`src/sv/ngga_pkg.sv`:
```
// ngga_pkg: shared constants, types and helpers of the gga position parser
// no dependencies; used by ngga_field and nmea_gga_position_parser_top
`default_nettype none

package ngga_pkg;

  // character codes
  localparam logic [7:0] CH_DOLLAR  = 8'd36;
  localparam logic [7:0] CH_NEWLINE = 8'd10;
  localparam logic [7:0] CH_POINT   = 8'd46;
  localparam logic [7:0] CH_ZERO    = 8'd48;
  localparam logic [7:0] CH_NINE    = 8'd57;
  localparam logic [7:0] CH_G       = 8'd71;
  localparam logic [7:0] CH_A       = 8'd65;

  // kept windows of the line
  localparam int unsigned TYPE_POS = 3;
  localparam int unsigned TYPE_LEN = 3;
  localparam int unsigned LAT_POS  = 18;
  localparam int unsigned LAT_LEN  = 9;
  localparam int unsigned LON_POS  = 30;
  localparam int unsigned LON_LEN  = 10;

  // result widths and limits
  localparam int unsigned LAT_DEG_W   = 7;
  localparam int unsigned LON_DEG_W   = 10;
  localparam int unsigned LAT_DEG_MAX = 99;
  localparam int unsigned LON_DEG_MAX = 999;
  localparam int unsigned MIN_W       = 7;
  localparam int unsigned SEC_W       = 6;

  // fraction kept as four decimal digits, seconds = frac * 60 / 10000
  localparam int unsigned FRAC_W      = 14;
  localparam int unsigned FRAC_DIGITS = 4;
  localparam int unsigned FRAC_ONE    = 10000;
  localparam int unsigned SEC_PER_MIN = 60;
  localparam int unsigned REM_W       = 20;

  typedef enum logic [1:0] {
    TS_IDLE,
    TS_CHECK,
    TS_PARSE
  } top_state_e;

  typedef enum logic [2:0] {
    FS_IDLE,
    FS_SCAN,
    FS_LOAD,
    FS_DIV,
    FS_DONE
  } fld_state_e;

  typedef enum logic [1:0] {
    FP_INT,
    FP_FRAC,
    FP_STOP
  } fld_phase_e;

  typedef struct packed {
    logic done;
    logic over;
  } fld_stat_t;

  // weight of a fraction digit by its place after the point
  function automatic logic [FRAC_W-1:0] frac_place(input logic [1:0] place);
    logic [FRAC_W-1:0] w;
    case (place)
      2'd0:    w = FRAC_W'(1000);
      2'd1:    w = FRAC_W'(100);
      2'd2:    w = FRAC_W'(10);
      default: w = FRAC_W'(1);
    endcase
    return w;
  endfunction

endpackage

`default_nettype wire

```
`src/sv/ngga_field.sv`:
```
// ngga_field: one kept coordinate window and its serial ddmm.ffff parser
// depends on ngga_pkg
`default_nettype none

module ngga_field #(
  parameter int unsigned LEN     = 9,
  parameter int unsigned DEG_W   = 7,
  parameter int unsigned DEG_MAX = 99
) (
  input  wire logic                          clk_i,
  input  wire logic                          rst_ni,
  input  wire logic                          wr_en_i,
  input  wire logic [$clog2(LEN)-1:0]        wr_idx_i,
  input  wire logic [7:0]                    wr_data_i,
  input  wire logic                          start_i,
  output ngga_pkg::fld_stat_t                stat_o,
  output logic      [DEG_W-1:0]              deg_o,
  output logic      [ngga_pkg::MIN_W-1:0]    min_o,
  output logic      [ngga_pkg::SEC_W-1:0]    sec_o
);

  localparam int unsigned IdxW  = $clog2(LEN);
  localparam int unsigned DegXW = DEG_W + 4;
  localparam int unsigned MinW  = ngga_pkg::MIN_W;
  localparam int unsigned SecW  = ngga_pkg::SEC_W;
  localparam int unsigned FracW = ngga_pkg::FRAC_W;
  localparam int unsigned RemW  = ngga_pkg::REM_W;

  logic [7:0] win_q [LEN];

  ngga_pkg::fld_state_e state_q, state_d;
  ngga_pkg::fld_phase_e phase_q, phase_d;
  logic [IdxW-1:0]  cnt_q, cnt_d;
  logic [DEG_W-1:0] deg_q, deg_d;
  logic [MinW-1:0]  min_q, min_d;
  logic [FracW-1:0] frac_q, frac_d;
  logic [2:0]       fd_q, fd_d;
  logic             over_q, over_d;
  logic [RemW-1:0]  rem_q, rem_d;
  logic [2:0]       divk_q, divk_d;
  logic [SecW-1:0]  sec_q, sec_d;
  logic             rotate;

  logic [7:0]       head;
  logic             is_dig;
  logic [3:0]       dig;
  logic [9:0]       t_val;
  logic [3:0]       carry;
  logic [DegXW-1:0] new_deg;
  logic [RemW-1:0]  trial;
  logic             ge;

  assign head   = win_q[0];
  assign is_dig = head inside {[ngga_pkg::CH_ZERO:ngga_pkg::CH_NINE]};
  assign dig    = 4'(head - ngga_pkg::CH_ZERO);

  // append one integer digit: ipart*10+d split as deg*100+min
  always_comb begin
    t_val = 10'(min_q) * 10'd10 + 10'(dig);
    carry = 4'd0;
    for (int k = 1; k <= 9; k++) begin
      if (t_val >= 10'(k * 100)) carry = 4'(k);
    end
    new_deg = DegXW'(deg_q) * DegXW'(10) + DegXW'(carry);
  end

  assign trial = RemW'(ngga_pkg::FRAC_ONE) << divk_q;
  assign ge    = (rem_q >= trial);

  always_comb begin
    state_d = state_q;
    phase_d = phase_q;
    cnt_d   = cnt_q;
    deg_d   = deg_q;
    min_d   = min_q;
    frac_d  = frac_q;
    fd_d    = fd_q;
    over_d  = over_q;
    rem_d   = rem_q;
    divk_d  = divk_q;
    sec_d   = sec_q;
    rotate  = 1'b0;
    case (state_q)
      ngga_pkg::FS_IDLE, ngga_pkg::FS_DONE: begin
        if (start_i) begin
          state_d = ngga_pkg::FS_SCAN;
          phase_d = ngga_pkg::FP_INT;
          cnt_d   = '0;
          deg_d   = '0;
          min_d   = '0;
          frac_d  = '0;
          fd_d    = '0;
          over_d  = 1'b0;
          sec_d   = '0;
        end
      end
      ngga_pkg::FS_SCAN: begin
        rotate = 1'b1;
        case (phase_q)
          ngga_pkg::FP_INT: begin
            if (is_dig) begin
              if (!over_q) begin
                if (new_deg > DegXW'(DEG_MAX)) begin
                  over_d = 1'b1;
                end else begin
                  deg_d = DEG_W'(new_deg);
                  min_d = MinW'(t_val - 10'(carry) * 10'd100);
                end
              end
            end else if (head == ngga_pkg::CH_POINT) begin
              phase_d = ngga_pkg::FP_FRAC;
            end else begin
              phase_d = ngga_pkg::FP_STOP;
            end
          end
          ngga_pkg::FP_FRAC: begin
            if (is_dig) begin
              if (fd_q < 3'(ngga_pkg::FRAC_DIGITS)) begin
                frac_d = frac_q + FracW'(dig) * ngga_pkg::frac_place(fd_q[1:0]);
                fd_d   = fd_q + 3'd1;
              end
            end else begin
              phase_d = ngga_pkg::FP_STOP;
            end
          end
          default: ;
        endcase
        if (cnt_q == IdxW'(LEN - 1)) begin
          state_d = ngga_pkg::FS_LOAD;
        end else begin
          cnt_d = cnt_q + IdxW'(1);
        end
      end
      ngga_pkg::FS_LOAD: begin
        // frac * 60 as frac*64 - frac*4
        rem_d   = (RemW'(frac_q) << 6) - (RemW'(frac_q) << 2);
        divk_d  = 3'(SecW - 1);
        state_d = ngga_pkg::FS_DIV;
      end
      ngga_pkg::FS_DIV: begin
        // restoring division by 10000, one quotient bit a cycle
        if (ge) rem_d = rem_q - trial;
        sec_d = {sec_q[SecW-2:0], ge};
        if (divk_q == 3'd0) begin
          state_d = ngga_pkg::FS_DONE;
        end else begin
          divk_d = divk_q - 3'd1;
        end
      end
      default: state_d = ngga_pkg::FS_IDLE;
    endcase
  end

  always_ff @(posedge clk_i or negedge rst_ni) begin
    if (!rst_ni) begin
      state_q <= ngga_pkg::FS_IDLE;
      phase_q <= ngga_pkg::FP_STOP;
      cnt_q   <= '0;
      over_q  <= 1'b0;
      divk_q  <= '0;
    end else begin
      state_q <= state_d;
      phase_q <= phase_d;
      cnt_q   <= cnt_d;
      over_q  <= over_d;
      divk_q  <= divk_d;
    end
  end

  always_ff @(posedge clk_i) begin
    deg_q  <= deg_d;
    min_q  <= min_d;
    frac_q <= frac_d;
    fd_q   <= fd_d;
    rem_q  <= rem_d;
    sec_q  <= sec_d;
  end

  // window: rotates by one per scan step, full turn restores it
  always_ff @(posedge clk_i or negedge rst_ni) begin
    if (!rst_ni) begin
      for (int i = 0; i < LEN; i++) win_q[i] <= 8'd0;
    end else if (rotate) begin
      for (int i = 0; i < LEN - 1; i++) win_q[i] <= win_q[i+1];
      win_q[LEN-1] <= win_q[0];
    end else if (wr_en_i) begin
      win_q[wr_idx_i] <= wr_data_i;
    end
  end

  assign stat_o.done = (state_q == ngga_pkg::FS_DONE);
  assign stat_o.over = over_q;
  assign deg_o       = deg_q;
  assign min_o       = min_q;
  assign sec_o       = sec_q;

endmodule

`default_nettype wire

```
`src/sv/nmea_gga_position_parser_top.sv`:
```
// nmea_gga_position_parser_top: gga latitude/longitude extraction from a byte stream
// depends on ngga_pkg and ngga_field
//
// input channel: one received character word (rx_byte_i) per in_valid_i/in_ready_o
// handshake. every word is stored at the current line position; only the type,
// latitude and longitude windows are kept. '$' restarts the line, newline ends it.
// output channel: one result word per out_valid_o/out_ready_i handshake, made only
// when a newline closes a line whose type window holds "GGA".
// flow: an ordinary word is taken whenever input ready is high. after a newline, input
// ready drops for the type check and comes back if the type is not gga; otherwise the
// line is parsed in order (type check, digit-serial window scan, multiply by 60,
// bit-serial division for seconds, output load), and input ready returns when the
// result is loaded.
// stall: a finished result sits in the output register while new words are taken;
// the next result waits in the parsers until the output register frees up.
// reset: line position and all windows clear to zero, no result pending.
`default_nettype none

module nmea_gga_position_parser_top #(
  parameter int unsigned LINE_LIMIT = 100
) (
  input  wire logic        clk_i,
  input  wire logic        rst_ni,
  input  wire logic        in_valid_i,
  output logic             in_ready_o,
  input  wire logic [7:0]  rx_byte_i,
  output logic             out_valid_o,
  input  wire logic        out_ready_i,
  output logic [6:0]       lat_degrees_o,
  output logic [6:0]       lat_minutes_o,
  output logic [5:0]       lat_seconds_o,
  output logic [9:0]       lon_degrees_o,
  output logic [6:0]       lon_minutes_o,
  output logic [5:0]       lon_seconds_o,
  output logic             malformed_o
);

  localparam int unsigned LatIdxW  = $clog2(ngga_pkg::LAT_LEN);
  localparam int unsigned LonIdxW  = $clog2(ngga_pkg::LON_LEN);
  localparam int unsigned TypeIdxW = $clog2(ngga_pkg::TYPE_LEN);

  ngga_pkg::top_state_e state_q, state_d;

  logic [6:0] pos_q, pos_d;
  logic [7:0] type_q [ngga_pkg::TYPE_LEN];

  logic acc;
  logic type_we, lat_we, lon_we;
  logic is_gga;
  logic start;
  logic out_load;
  logic out_valid_q;

  ngga_pkg::fld_stat_t lat_stat, lon_stat;
  logic [6:0] lat_deg, lat_min, lon_min;
  logic [9:0] lon_deg;
  logic [5:0] lat_sec, lon_sec;
  logic       mal;

  assign in_ready_o = (state_q == ngga_pkg::TS_IDLE);
  assign acc        = in_valid_i && in_ready_o;

  // window decode from the position before this word
  assign type_we = acc && (pos_q >= 7'(ngga_pkg::TYPE_POS))
                       && (pos_q <  7'(ngga_pkg::TYPE_POS + ngga_pkg::TYPE_LEN));
  assign lat_we  = acc && (pos_q >= 7'(ngga_pkg::LAT_POS))
                       && (pos_q <  7'(ngga_pkg::LAT_POS + ngga_pkg::LAT_LEN));
  assign lon_we  = acc && (pos_q >= 7'(ngga_pkg::LON_POS))
                       && (pos_q <  7'(ngga_pkg::LON_POS + ngga_pkg::LON_LEN));

  // position update: '$' restarts at 1, newline returns to 0, else saturating step
  always_comb begin
    pos_d = pos_q;
    if (acc) begin
      if (rx_byte_i == ngga_pkg::CH_DOLLAR) begin
        pos_d = 7'd1;
      end else if (rx_byte_i == ngga_pkg::CH_NEWLINE) begin
        pos_d = 7'd0;
      end else if (pos_q >= 7'(LINE_LIMIT)) begin
        pos_d = 7'(LINE_LIMIT);
      end else begin
        pos_d = pos_q + 7'd1;
      end
    end
  end

  always_ff @(posedge clk_i or negedge rst_ni) begin
    if (!rst_ni) begin
      pos_q <= 7'd0;
      for (int i = 0; i < ngga_pkg::TYPE_LEN; i++) type_q[i] <= 8'd0;
    end else begin
      pos_q <= pos_d;
      if (type_we) type_q[TypeIdxW'(pos_q - 7'(ngga_pkg::TYPE_POS))] <= rx_byte_i;
    end
  end

  assign is_gga = (type_q[0] == ngga_pkg::CH_G) && (type_q[1] == ngga_pkg::CH_G)
               && (type_q[2] == ngga_pkg::CH_A);

  // control: idle takes words, check tests the type, parse waits for both fields and a free output register
  always_comb begin
    state_d  = state_q;
    start    = 1'b0;
    out_load = 1'b0;
    case (state_q)
      ngga_pkg::TS_IDLE: begin
        if (acc && rx_byte_i == ngga_pkg::CH_NEWLINE) state_d = ngga_pkg::TS_CHECK;
      end
      ngga_pkg::TS_CHECK: begin
        if (is_gga) begin
          start   = 1'b1;
          state_d = ngga_pkg::TS_PARSE;
        end else begin
          state_d = ngga_pkg::TS_IDLE;
        end
      end
      ngga_pkg::TS_PARSE: begin
        if (lat_stat.done && lon_stat.done && (!out_valid_q || out_ready_i)) begin
          out_load = 1'b1;
          state_d  = ngga_pkg::TS_IDLE;
        end
      end
      default: state_d = ngga_pkg::TS_IDLE;
    endcase
  end

  always_ff @(posedge clk_i or negedge rst_ni) begin
    if (!rst_ni) begin
      state_q <= ngga_pkg::TS_IDLE;
    end else begin
      state_q <= state_d;
    end
  end

  ngga_field #(
    .LEN     (ngga_pkg::LAT_LEN),
    .DEG_W   (ngga_pkg::LAT_DEG_W),
    .DEG_MAX (ngga_pkg::LAT_DEG_MAX)
  ) u_lat (
    .clk_i     (clk_i),
    .rst_ni    (rst_ni),
    .wr_en_i   (lat_we),
    .wr_idx_i  (LatIdxW'(pos_q - 7'(ngga_pkg::LAT_POS))),
    .wr_data_i (rx_byte_i),
    .start_i   (start),
    .stat_o    (lat_stat),
    .deg_o     (lat_deg),
    .min_o     (lat_min),
    .sec_o     (lat_sec)
  );

  ngga_field #(
    .LEN     (ngga_pkg::LON_LEN),
    .DEG_W   (ngga_pkg::LON_DEG_W),
    .DEG_MAX (ngga_pkg::LON_DEG_MAX)
  ) u_lon (
    .clk_i     (clk_i),
    .rst_ni    (rst_ni),
    .wr_en_i   (lon_we),
    .wr_idx_i  (LonIdxW'(pos_q - 7'(ngga_pkg::LON_POS))),
    .wr_data_i (rx_byte_i),
    .start_i   (start),
    .stat_o    (lon_stat),
    .deg_o     (lon_deg),
    .min_o     (lon_min),
    .sec_o     (lon_sec)
  );

  // an oversized integer part in either field zeroes the whole result
  assign mal = lat_stat.over | lon_stat.over;

  always_ff @(posedge clk_i or negedge rst_ni) begin
    if (!rst_ni) begin
      out_valid_q <= 1'b0;
    end else if (out_load) begin
      out_valid_q <= 1'b1;
    end else if (out_ready_i) begin
      out_valid_q <= 1'b0;
    end
  end

  always_ff @(posedge clk_i) begin
    if (out_load) begin
      lat_degrees_o <= mal ? 7'd0  : lat_deg;
      lat_minutes_o <= mal ? 7'd0  : lat_min;
      lat_seconds_o <= mal ? 6'd0  : lat_sec;
      lon_degrees_o <= mal ? 10'd0 : lon_deg;
      lon_minutes_o <= mal ? 7'd0  : lon_min;
      lon_seconds_o <= mal ? 6'd0  : lon_sec;
      malformed_o   <= mal;
    end
  end

  assign out_valid_o = out_valid_q;

  a_pos_limit: assert property (@(posedge clk_i) disable iff (!rst_ni)
    pos_q <= 7'(LINE_LIMIT))
    else $error("line position beyond limit");

  a_newline_check: assert property (@(posedge clk_i) disable iff (!rst_ni)
    acc && rx_byte_i == ngga_pkg::CH_NEWLINE |=> state_q == ngga_pkg::TS_CHECK)
    else $error("newline did not start the type check");

  a_mal_zero: assert property (@(posedge clk_i) disable iff (!rst_ni)
    out_valid_o && malformed_o |-> lat_degrees_o == 7'd0 && lat_minutes_o == 7'd0
      && lat_seconds_o == 6'd0 && lon_degrees_o == 10'd0 && lon_minutes_o == 7'd0
      && lon_seconds_o == 6'd0)
    else $error("malformed result carries values");

  a_value_range: assert property (@(posedge clk_i) disable iff (!rst_ni)
    out_valid_o |-> lat_seconds_o < 6'd60 && lon_seconds_o < 6'd60
      && lat_minutes_o < 7'd100 && lon_minutes_o < 7'd100)
    else $error("minutes or seconds out of range");

endmodule

`default_nettype wire
```
`config.mk`:
```
export PLATFORM = sky130hd
export DESIGN_NAME = nmea_gga_position_parser_top
export DESIGN_NICKNAME = d
export VERILOG_FILES = /design/src/sv/ngga_pkg.sv /design/src/sv/ngga_field.sv /design/src/sv/nmea_gga_position_parser_top.sv
export SDC_FILE = /design/constraint.sdc
export NUM_CORES = 1
export LEC_CHECK = 0
export BUFFER_PORTS_ARGS = -buffer_cell sky130_fd_sc_hd__buf_2
export CAP_MARGIN = 20
export CORE_ASPECT_RATIO = 0.5
export CORE_UTILIZATION = 45
export CTS_CLUSTER_SIZE = 40
export DETAILED_ROUTE_END_ITERATION = 7
export GPL_TIMING_DRIVEN = 0
export HOLD_SLACK_MARGIN = 0.06
export SYNTH_ARGS = -nofsm -noshare
export SYNTH_HDL_FRONTEND = slang
export SYNTH_HIERARCHICAL = 1
export SYNTH_SLANG_ARGS = --single-unit
```
`constraint.sdc`:
```
create_clock -name clk_i -period 12.9 [get_ports clk_i]
set_input_delay 1.29 -clock clk_i [delete_from_list [all_inputs] [get_ports clk_i]]
set_output_delay 1.29 -clock clk_i [all_outputs]
set_load 0.02 [all_outputs]
```
After elaboration in Yosys (flattened, before gate mapping)

Index checks and enable logic that the tools add are counted.

Register bits after elaboration: 373
Input bits: 12
Output and inout port bits: 46
Word-level logic and storage cells: 389

Add/sub/neg operators: 24
Multiply operators: 8
Magnitude comparators: 41
Eq/ne operators: 57
Shift operators: 2
Mux-type cells: 141
Bitwise logic cells: 4
Reduce and logical (&&, ||, !) cells: 58

Operators with widths:

| cell                                                                    | number |
|---|---|
| 14-bit 2-to-1 mux                                                       | 15 |
| 80-bit 2-to-1 mux                                                       | 2 |
| 72-bit 2-to-1 mux                                                       | 2 |
| 7-bit 2-to-1 mux                                                        | 16 |
| 80-bit bitwise mux                                                      | 1 |
| 10-bit >= comparator (second input constant)                            | 8 |
| 20-bit one-hot mux with 2 select lines                                  | 2 |
| 4-bit 2-to-1 mux                                                        | 19 |
| 72-bit bitwise mux                                                      | 1 |
| 8-bit demux with 4-bit select                                           | 2 |
| 10-bit by 9-bit >= comparator with 1-bit output (second input constant) | 6 |
| 10-bit one-hot mux with 3 select lines                                  | 2 |
| 14-bit one-hot mux with 2 select lines                                  | 2 |
| 10-bit 2-to-1 mux                                                       | 5 |
| 3-bit 2-to-1 mux                                                        | 14 |
| 7-bit one-hot mux with 2 select lines                                   | 3 |
| 20-bit >= comparator                                                    | 2 |
| 20-bit 2-to-1 mux                                                       | 2 |
| 14-bit by 3-bit left shift with 20-bit output (first input constant)    | 2 |
| 20-bit by 16-bit subtractor with 20-bit output                          | 2 |
| 20-bit subtractor                                                       | 2 |
| 2-bit inequality test (second input constant)                           | 15 |
| 14-bit adder                                                            | 2 |
| 4-bit by 14-bit multiplier with 14-bit output                           | 2 |
| 73 further kinds                                                        | 206 |

Logic depth before layout (Yosys ltp)

Gate-level depths: netlist of run 1.

Depth after elaboration: 19
Depth in mapped cells: 24
Mapped depth without buffers: 24

By module

Netlist of run 1, hierarchy kept.

By module, submodules not included:

| module                       | times used | cells each | area each (µm²) | sequential area each (µm²) |
|---|---|---|---|---|
| ngga_field at u_lon          | 1          | 1163       | 11111.9         | 4010.1 |
| ngga_field at u_lat          | 1          | 1055       | 10168.5         | 3719.8 |
| nmea_gga_position_parser_top | 1          | 243        | 3353.2          | 2172.1 |

Worst setup path before layout of run 1

OpenSTA, ideal clock, no wires.

Kind: register -> register
Start point: register u_lon.min_q[1], in the netlist u_lon/min_o[1]
End point: register u_lon.deg_q[0], in the netlist u_lon/deg_o[0], enable pin
Setup time: 418 ps
Data arrival time: 5793 ps
Data required time: 12482 ps
Path slack: 6689 ps
Stages on the path, launching flop included: 22
Buffers on the path: 0
Clock period less this slack: 6211 ps
Cells stage by stage: edfxtp_1 > ha_1 > ha_1 > inv_1 > fa_1 > nand2b_1 > a21oi_1 > xor2_1 > nand4bb_1 > xnor3_2 > and3b_2 > or2_2 > inv_1 > ha_1 > a21o_1 > a21oi_1 > nor2b_1 > nand3_1 > or4_1 > o22ai_1 > or4_1 > o31ai_1

Word-level cells in the longest chain between the ends: 16
Elaborated cells between the ends (all ways): 24
Those cells by class: add/sub: 2; mul: 1; order compare: 10; eq/ne: 1; mux: 9; reduce/logical: 1

Ends and longest elaborated chain:

| what                                                           | RTL line          | source |
|---|---|---|
| start: declaration                                             | ngga_field.sv:35  | `logic [MinW-1:0] min_q, min_d;` |
| start signal: assignment                                       | ngga_field.sv:172 | `min_q <= min_d;` |
| 7-bit by 3-bit multiplier with 9-bit output (*)                | ngga_field.sv:59  | `t_val = 10'(min_q) * 10'd10 + 10'(dig);` |
| 10-bit by 4-bit adder with 10-bit output (*)                   | ngga_field.sv:59  |  |
| 10-bit by 7-bit >= comparator with 1-bit output                | ngga_field.sv:62  | `if (t_val >= 10'(k * 100)) carry = 4'(k);` |
| 1-bit 2-to-1 mux                                               | ngga_field.sv:62  |  |
| 4-bit 2-to-1 mux (7 in a row)                                  | ngga_field.sv:62  |  |
| 4-bit 2-to-1 mux (*)                                           | ngga_field.sv:62  |  |
| 14-bit by 4-bit adder with 14-bit output (*)                   | ngga_field.sv:64  | `new_deg = DegXW'(deg_q) * DegXW'(10) + DegXW'(carry);` |
| 14-bit by 10-bit greater-than comparator with 1-bit output (*) | ngga_field.sv:103 | `if (new_deg > DegXW'(DEG_MAX)) begin` |
| 2-bit inequality test (no line) (*)                            | -                 |  |
| 6-bit AND reduction (no line) (*)                              | -                 |  |
| end signal: assignment                                         | ngga_field.sv:171 | `deg_q <= deg_d;` |
| end: declaration                                               | ngga_field.sv:34  | `logic [DEG_W-1:0] deg_q, deg_d;` |

Mark *: on every way between the ends. The rest lies on a longest branch, timed or not.
A chain may end at the register's enable or synchronous reset.

Worst setup path after layout of run 1

Start point: register u_lat.min_q[1], in the netlist u_lat/min_o[1]
End point: register u_lat.deg_q[6], in the netlist u_lat/deg_o[6], enable pin

Word-level cells in the longest chain between the ends: 16
Elaborated cells between the ends (all ways): 24
Those cells by class: add/sub: 2; mul: 1; order compare: 10; eq/ne: 1; mux: 9; reduce/logical: 1

Ends and longest elaborated chain:

| what                                                          | RTL line |
|---|---|
| start: declaration                                            | ngga_field.sv:35 |
| start signal: assignment                                      | ngga_field.sv:172 |
| 7-bit by 3-bit multiplier with 9-bit output (*)               | ngga_field.sv:59 |
| 10-bit by 4-bit adder with 10-bit output (*)                  | ngga_field.sv:59 |
| 10-bit by 7-bit >= comparator with 1-bit output               | ngga_field.sv:62 |
| 1-bit 2-to-1 mux                                              | ngga_field.sv:62 |
| 4-bit 2-to-1 mux (7 in a row)                                 | ngga_field.sv:62 |
| 4-bit 2-to-1 mux (*)                                          | ngga_field.sv:62 |
| 11-bit by 4-bit adder with 11-bit output (*)                  | ngga_field.sv:64 |
| 11-bit by 7-bit greater-than comparator with 1-bit output (*) | ngga_field.sv:103 |
| 2-bit inequality test (no line) (*)                           | - |
| 6-bit AND reduction (no line) (*)                             | - |
| end signal: assignment                                        | ngga_field.sv:171 |
| end: declaration                                              | ngga_field.sv:34 |

Marked as above.

==> results of run 1 <==
sequential cells by signal, summed over array words and instances, names as in the netlist, 7 cells and up:
signal         count
lon_minutes_o      7
u_lon/head         8
u_lat/frac_q      14
u_lat/rem_q       16
type_q            24
u_lon/deg_o       10
u_lat/head         8
lat_degrees_o      7
u_lon/win_q       72
u_lat/deg_o        7
u_lat/min_o        7
lon_degrees_o     10
u_lon/frac_q      14
u_lon/rem_q       16
pos_q              7
lat_minutes_o      7
u_lat/win_q       64
u_lon/min_o        7
worst min-delay path by stage:
stage | start | to | slack [ns]
2_1_floorplan | u_lat/win_q[8]$_DFFE_PN0P_ | u_lat/win_q[16]$_DFFE_PN0P_ | 0.45
3_3_place_gp | u_lon/win_q[55]$_DFFE_PN0P_ | u_lon/win_q[63]$_DFFE_PN0P_ | 0.46
3_5_place_dp | u_lat/win_q[27]$_DFFE_PN0P_ | u_lat/win_q[35]$_DFFE_PN0P_ | 0.47
4_1_cts | u_lat/win_q[27]$_DFFE_PN0P_ | u_lat/win_q[35]$_DFFE_PN0P_ | 0.48
5_1_grt | u_lat/win_q[31]$_DFFE_PN0P_ | u_lat/win_q[39]$_DFFE_PN0P_ | 0.50
6_report | u_lat/win_q[27]$_DFFE_PN0P_ | u_lat/win_q[35]$_DFFE_PN0P_ | 0.48
per-stage QoR:
| step | hold WS (ns) | setup slack, ns | utilization | instance area [µm²] |
|---|---|---|---|---|
| after floorplan | 0.449 | 6.69 | - | 24600 |
| after global placement | 0.456 | 5.51 | 0.479 | 25800 |
| after detailed placement | 0.466 | 6.69 | 0.482 | 26000 |
| after CTS | 0.481 | 6.64 | 0.507 | 27400 |
| after global routing | 0.503 | 6.26 | 0.507 | 27400 |
| final | 0.477 | 6.69 | 0.507 | 27400 |
report_power, final:
| part | switching [µW] | total, µW | leakage (µW) | internal (µW) |
|---|---|---|---|---|
| clock | 497 | 1220 | 0.000672 | 719 |
| sequential | 117 | 1500 | 0.00357 | 1390 |
| combinational | 396 | 728 | 0.00770 | 332 |
layout make-up:
| type | count | area, µm² |
|---|---|---|
| buffer | 102 | 405 |
| clock buffer | 53 | 1170 |
| clock inverter | 16 | 195 |
| fill | 4985 | 26500 |
| inverter | 190 | 713 |
| multi-input combinational | 1804 | 13700 |
| sequential | 365 | 9900 |
| tap | 713 | 892 |
| timing repair buffer | 64 | 410 |
cells in the final DEF (no fill, tap or decap), types with 9 or more instances in the layout:
| master | instances |
|---|---|
| o21bai_1 | 9 |
| and3_1 | 22 |
| buf_1 | 26 |
| and2_1 | 88 |
| nand2b_1 | 19 |
| xnor2_1 | 70 |
| o21a_1 | 23 |
| a31oi_1 | 11 |
| or3_1 | 15 |
| or2_2 | 9 |
| clkbuf_16 | 42 |
| o31ai_1 | 22 |
| xor2_1 | 43 |
| edfxtp_1 | 153 |
| fa_1 | 58 |
| mux2i_1 | 159 |
| a22oi_1 | 10 |
| nand3_1 | 34 |
| a21o_1 | 42 |
| nand2_1 | 263 |
| nor2_1 | 141 |
| buf_2 | 59 |
| ha_1 | 205 |
| clkbuf_1 | 71 |
| nor2b_1 | 20 |
| nor3_1 | 37 |
| dfrtp_1 | 210 |
| mux2_2 | 26 |
| nor3b_1 | 11 |
| inv_1 | 188 |
| o21ai_0 | 202 |
| a21oi_1 | 90 |
| o211ai_1 | 9 |
| a211oi_1 | 9 |
cells by family (layout without fill, tap and decap cells):
group,after synthesis,count (layout),synth area share
adders and majority gates,263,263,0.151
AOI/OAI and AO/OA,503,503,0.126
and+or+nand+nor,728,728,0.148
xor gates and xnor gates,122,122,0.0482
buffers and inverters,292,425,0.0454
muxes,188,188,0.0785
DFF,365,365,0.402
tightest hold or removal path, stage by stage (launching register included):
cell and delay [ns]:
dfrtp_1 0.34, nand2_1 0.05, o21ai_0 0.06
metal layers:
metal | global-route usage | up-vias
met5 | 0 | -
met4 | 0.0507 | 0
met3 | 0.0294 | 69
met2 | 0.331 | 198
met1 | 0.277 | 8663
li1 | - | 8834
==> metrics, run 1 <==
r2r worst-path depth 23; Die ar. 55700 µm²; synth warn 6; DRC violations left 0; Crit. End Element flip-flop; CTS Sinks 365; vias 17800; vias per inst 5.37; clock skew 0.0217 ns; syn_nets 2736; die height 167 µm; Final Cycle Share 0.482; final layout net count 2840; critical-path maximum fanout 14; Cells after Synth 2461; start point of the critical path u_lat/min_o[1]$_SDFFCE_PN0P_; non-filler cells, final 3307; worst hold path type flip-flop to flip-flop; # hold bufs at CTS 0; Slew Limit Headroom 0.338; r2r startpoint u_lat/min_o[1]$_SDFFCE_PN0P_; pin count of the biggest net entering global routing 118; Leak Pwr 0.0119 µW; Arr. time, crit path 6.38 ns; Reg clk slew, reported paths 0.07 ns; first-pass GRT wire length 91.6 mm; Post-synth EDFFs 153; Area growth, synth to finish 11.0%; wire length on met2 25.7 mm; GR Overflow Total 0; Synth Register Bits 365; WHS Path Cells 2; Synth area leaders dfrtp_1 (21%), edfxtp_1 (19%), ha_1 (10%); total core area 53900 µm²; layout cells sized above 1 0.0871; VDD IR max 0.0777 mV; Tmin final 6.21 ns; family with the most delay on the worst path adder cells; status complete, no violations; Top FF cell, synth dfrtp_1; RSZ-0062 raised after global routing false; wire per inst 16.7 µm; R2R setup slack 6.69 ns; Max Fclk 161 MHz; Post-CTS Setup Bufs 0; Setup Crit Path Kind flip-flop to flip-flop; IO Pins 58; syn_area_per_cell 10.0 µm²; met3 WL post-DR 1.78 mm; max-slew violation count 0; Yosys top cell by area dfrtp_1; clk_lat worst skew 0.55 ns; top sig layer met4; worst path required time 13.07 ns; die width 333 µm; TritonCTS clock tree done; Worst Max-Slew Pin Slew 0.989 ns; Power Total 3450 µW; DRT Pass-1 Iters 5; Crit. path cell count 23; worst setup path end u_lat/deg_o[6]$_SDFFCE_PN0P_; setup TNS 0 ns; slowest cell delay on critical path 0.65 ns; WP buf/inv 3; HPWL Detailed 40.5 mm; slowest cell on the critical path and2_1; placed cell count 3238; crit-path cells ha_1 > ha_1 > inv_1 > fa_1 > and2b_2 > nor3b_1 > xor2_1 > o311ai_1 > mux2i_1 > mux2i_1 > inv_1 > ha_1 > inv_1 > fa_1 > xor2_1 > nand2_1 > o211ai_1 > o31ai_1 > nand2_1 > o31ai_1 > o2bb2ai_1 > o21ai_0 > and2_1; most common cell in the netlist nand2_1; PwrDens 126 nW/µm²; synth unique cells 104; DRT antenna net count 0; initial antenna violation count 0; H-tree depth 2; post-CTS sizing 0; Initial Util 0.457; ys async rst share 0.581; Fin. Hold Viols 0; final WL 55.3 mm; via count of the first global-routing pass 17600; # rows 60; Global Route Usage Sum 0.200; reg-to-reg endpoint u_lat/deg_o[6]$_SDFFCE_PN0P_; ant diodes 0; number of port buffers 57; Seq/Total Area, Yosys 0.402; Clock Tree Buf Depth 3; crit start category flip-flop; DRT iter0 DRCs 988; routability cong. 0.829; total CTS buffers 38; Synth top cells by count nand2_1 (263), dfrtp_1 (210), ha_1 (205), o21ai_0 (202), inv_1 (188); Root Driver clkbuf_16; post-synth top area share 0.213; max_cap viols 0; Mapped Area 24600 µm²; Final Setup Violations 0; wl on met1 26.6 mm
Power figures use the tool's default switching activity.
==> inputs of run 2 (changes only) <==
Clock period 12.9 ns to 5.9 ns, I/O delays scaled along.
==> metrics, run 2 (synthesis gave the netlist of run 1 again) <==
most common cell after layout, fill and taps aside nand2_1; start point of the critical path u_lon/min_o[1]$_SDFFCE_PN0P_; Setup Crit Path Kind flip-flop to flip-flop; met3 WL post-DR 1.68 mm (-5.5%); Slew Limit Headroom 0.307 (-0.0313); status complete, no violations; max-slew violation count 0 (unchanged); DRT iter0 DRCs 1051 (+6.4%); highest-count cells in the layout ignoring fill and taps nand2_1 (263), dfrtp_1 (210), ha_1 (205); number of port buffers 57 (unchanged); CTS Sinks 365 (unchanged); wire per inst 16.6 µm (-0.82%); fill count 4941 (-0.88%); Global Route Usage Sum 0.198 (-0.00236); Arr. time, crit path 5.97 ns (-0.41 ns); worst path required time 6.20 ns (-6.87 ns); first-pass GRT wire length 91.0 mm (-0.74%); setup TNS 0 ns (unchanged); layout cells sized above 1 0.0907 (+0.00358); initial antenna violation count 0 (unchanged); r2r worst-path depth 21 (-8.7%); worst hold path type input port to flip-flop; switching share of power 0.295 (+0.00173); VDD IR max 0.169 mV (+120%); clock power share 0.334 (-0.019); Multi-input gate area 13700 µm² (+0.51%); H-tree depth 2 (unchanged); Root Driver clkbuf_16; Fin. Hold Viols 0 (unchanged); post-route setup slack 0.236 ns (-6.45 ns); pin count of the biggest net entering global routing 81 (-31%); slowest cell on the critical path a221oi_1; total core area 53900 µm² (unchanged); vias 18000 (+1.3%); Area growth, synth to finish 11.3%; Final Setup Violations 0 (unchanged); crit start category flip-flop; IO Pins 58 (unchanged); die height 167 µm (unchanged); DRT Pass-1 Iters 5 (unchanged); Comb power frac 0.220 (+0.009); non-filler cells, final 3315 (+0.24%); total CTS buffers 37 (-2.6%); register area 9900 µm² (unchanged); R2R setup slack 0.24 ns (-6.45 ns); critical-path maximum fanout 13 (-1); Initial Util 0.457 (unchanged); clock skew 0.0195 ns (-0.00220 ns); max_cap viols 0 (unchanged); slowest cell delay on critical path 0.55 ns (-0.10 ns); Clock Tree Buf Depth 3 (unchanged); top sig layer met4; Leak Pwr 0.0119 µW (about the same); WHS Endpoint type_q[19]$_DFFE_PN0P_; Crit. End Element flip-flop; # rows 60 (unchanged); Max Fclk 177 MHz (+9.7%); most flop-heavy register u_lon/win_q; final WL 55.0 mm (-0.58%); PwrDens 269 nW/µm² (+110%); Worst Hold Launch rx_byte_i[3]; DRC violations left 0 (unchanged); reg-to-reg endpoint u_lon/deg_o[4]$_SDFFCE_PN0P_; wire length on met2 25.8 mm (+0.66%); GR Overflow Total 0 (unchanged); Die ar. 55700 µm² (unchanged); internal power 5200 µW (+110%); r2r startpoint u_lon/min_o[1]$_SDFFCE_PN0P_; pre-CTS setup slack -0.347 ns (-7.04 ns); fin util 0.509 (+0.00116); via count of the first global-routing pass 17500 (-0.82%); die width 333 µm (unchanged); placed cell count 3238 (unchanged); Hold WS 0.387 ns (-0.0901 ns); routability cong. 0.846 (+2.1%); Final Cycle Share 0.960 (+0.478); Flop pwr share 0.446 (+0.010); Reg clk slew, reported paths 0.07 ns (about the same); TritonCTS clock tree done; clk_lat worst skew 0.54 ns (about the same); final layout net count 2850 (+0.35%); ant diodes 0 (unchanged); WHS Path Cells 2 (unchanged); vias per inst 5.43 (+1.1%); Switching Power 2170 µW (+120%); Tmin final 5.66 ns (-0.549 ns); Worst Max-Slew Pin Slew 1.03 ns (+0.0428 ns); wl on met1 26.6 mm (about the same); HPWL Detailed 40.5 mm (-0.14%); CP most frequent cell ha_1; crit-path cells ha_1 > ha_1 > inv_1 > fa_2 > nand2b_4 > nor4_4 > nor3b_4 > xnor2_4 > and3b_2 > or2_2 > inv_1 > ha_1 > a21o_1 > a21oi_1 > nor2b_1 > nand3_2 > a21oi_2 > or2_2 > a221oi_1 > o31ai_4 > buf_12; largest registers u_lon/win_q: 72 flops, u_lat/win_q: 64 flops, type_q: 24 flops; max reg flops 72 (unchanged); DRT antenna net count 0 (unchanged)
## run 2: worst max-delay path: cells and delay by family, from the launching register on
family | cells | cell delay (ns)
buffers and inverters | 3 | 0.35
AOI/OAI and AO/OA | 5 | 1.14
and+or+nand+nor | 8 | 1.92
xor gates and xnor gates | 1 | 0.22
DFF | 1 | 0.47
adders and majority gates | 4 | 1.30
## run 2: through the flow
| stage | area, µm² | power, µW |
|---|---|---|
| after floorplan | 24600 | 4520 |
| after global placement | 25800 | 4870 |
| after detailed placement | 26000 | 4920 |
| after CTS | 27300 | 7420 |
| after global routing | 27400 | 7800 |
| final | 27400 | 7380 |
## run 2: per-layer routing
metal / GRT usage / vias to the layer above
met5: 0 / -
met4: 0.0385 / 0
met3: 0.0262 / 58
met2: 0.327 / 244
met1: 0.279 / 8831
li1: - / 8862
## run 2: cell type report
| type | count | share of cell area |
|---|---|---|
| clock inverter | 17 | 0.00712 |
| timing repair buffer | 75 | 0.0194 |
| tap | 713 | 0.0325 |
| clock buffer | 49 | 0.0381 |
| inverter | 190 | 0.0260 |
| sequential | 365 | 0.361 |
| multi-input combinational | 1804 | 0.501 |
| buffer | 102 | 0.0148 |
## run 2: worst max path at each step
stage | endpoint | slack (ns) | cells after the start
3_3_place_gp | u_lon/min_o[4]$_SDFFCE_PN0P_ | -0.68 | 20
3_5_place_dp | u_lon/deg_o[6]$_SDFFCE_PN0P_ | -0.35 | 21
2_1_floorplan | u_lon/deg_o[0]$_SDFFCE_PN0P_ | 0.20 | 21
4_1_cts | u_lon/deg_o[4]$_SDFFCE_PN0P_ | 0.003 | 22
6_report | u_lon/deg_o[4]$_SDFFCE_PN0P_ | 0.24 | 21
5_1_grt | u_lon/deg_o[4]$_SDFFCE_PN0P_ | -0.04 | 21
## run 2: power groups by stage
stage	clock (µW)	combinational, µW	sequential [µW]
floorplan	0	1280	3240
global placement	0	1550	3320
detailed placement	0	1580	3330
CTS	2540	1600	3280
global route	2630	1830	3340
finish	2470	1620	3290
## run 2: what timing repair did
action,CTS,global route
gates resized for setup,2,11
setup endpoints to repair,31,32
setup buffers,2,8
pin swaps,1,5
hold buffers,1,0
endpoints found under the hold margin,57,0
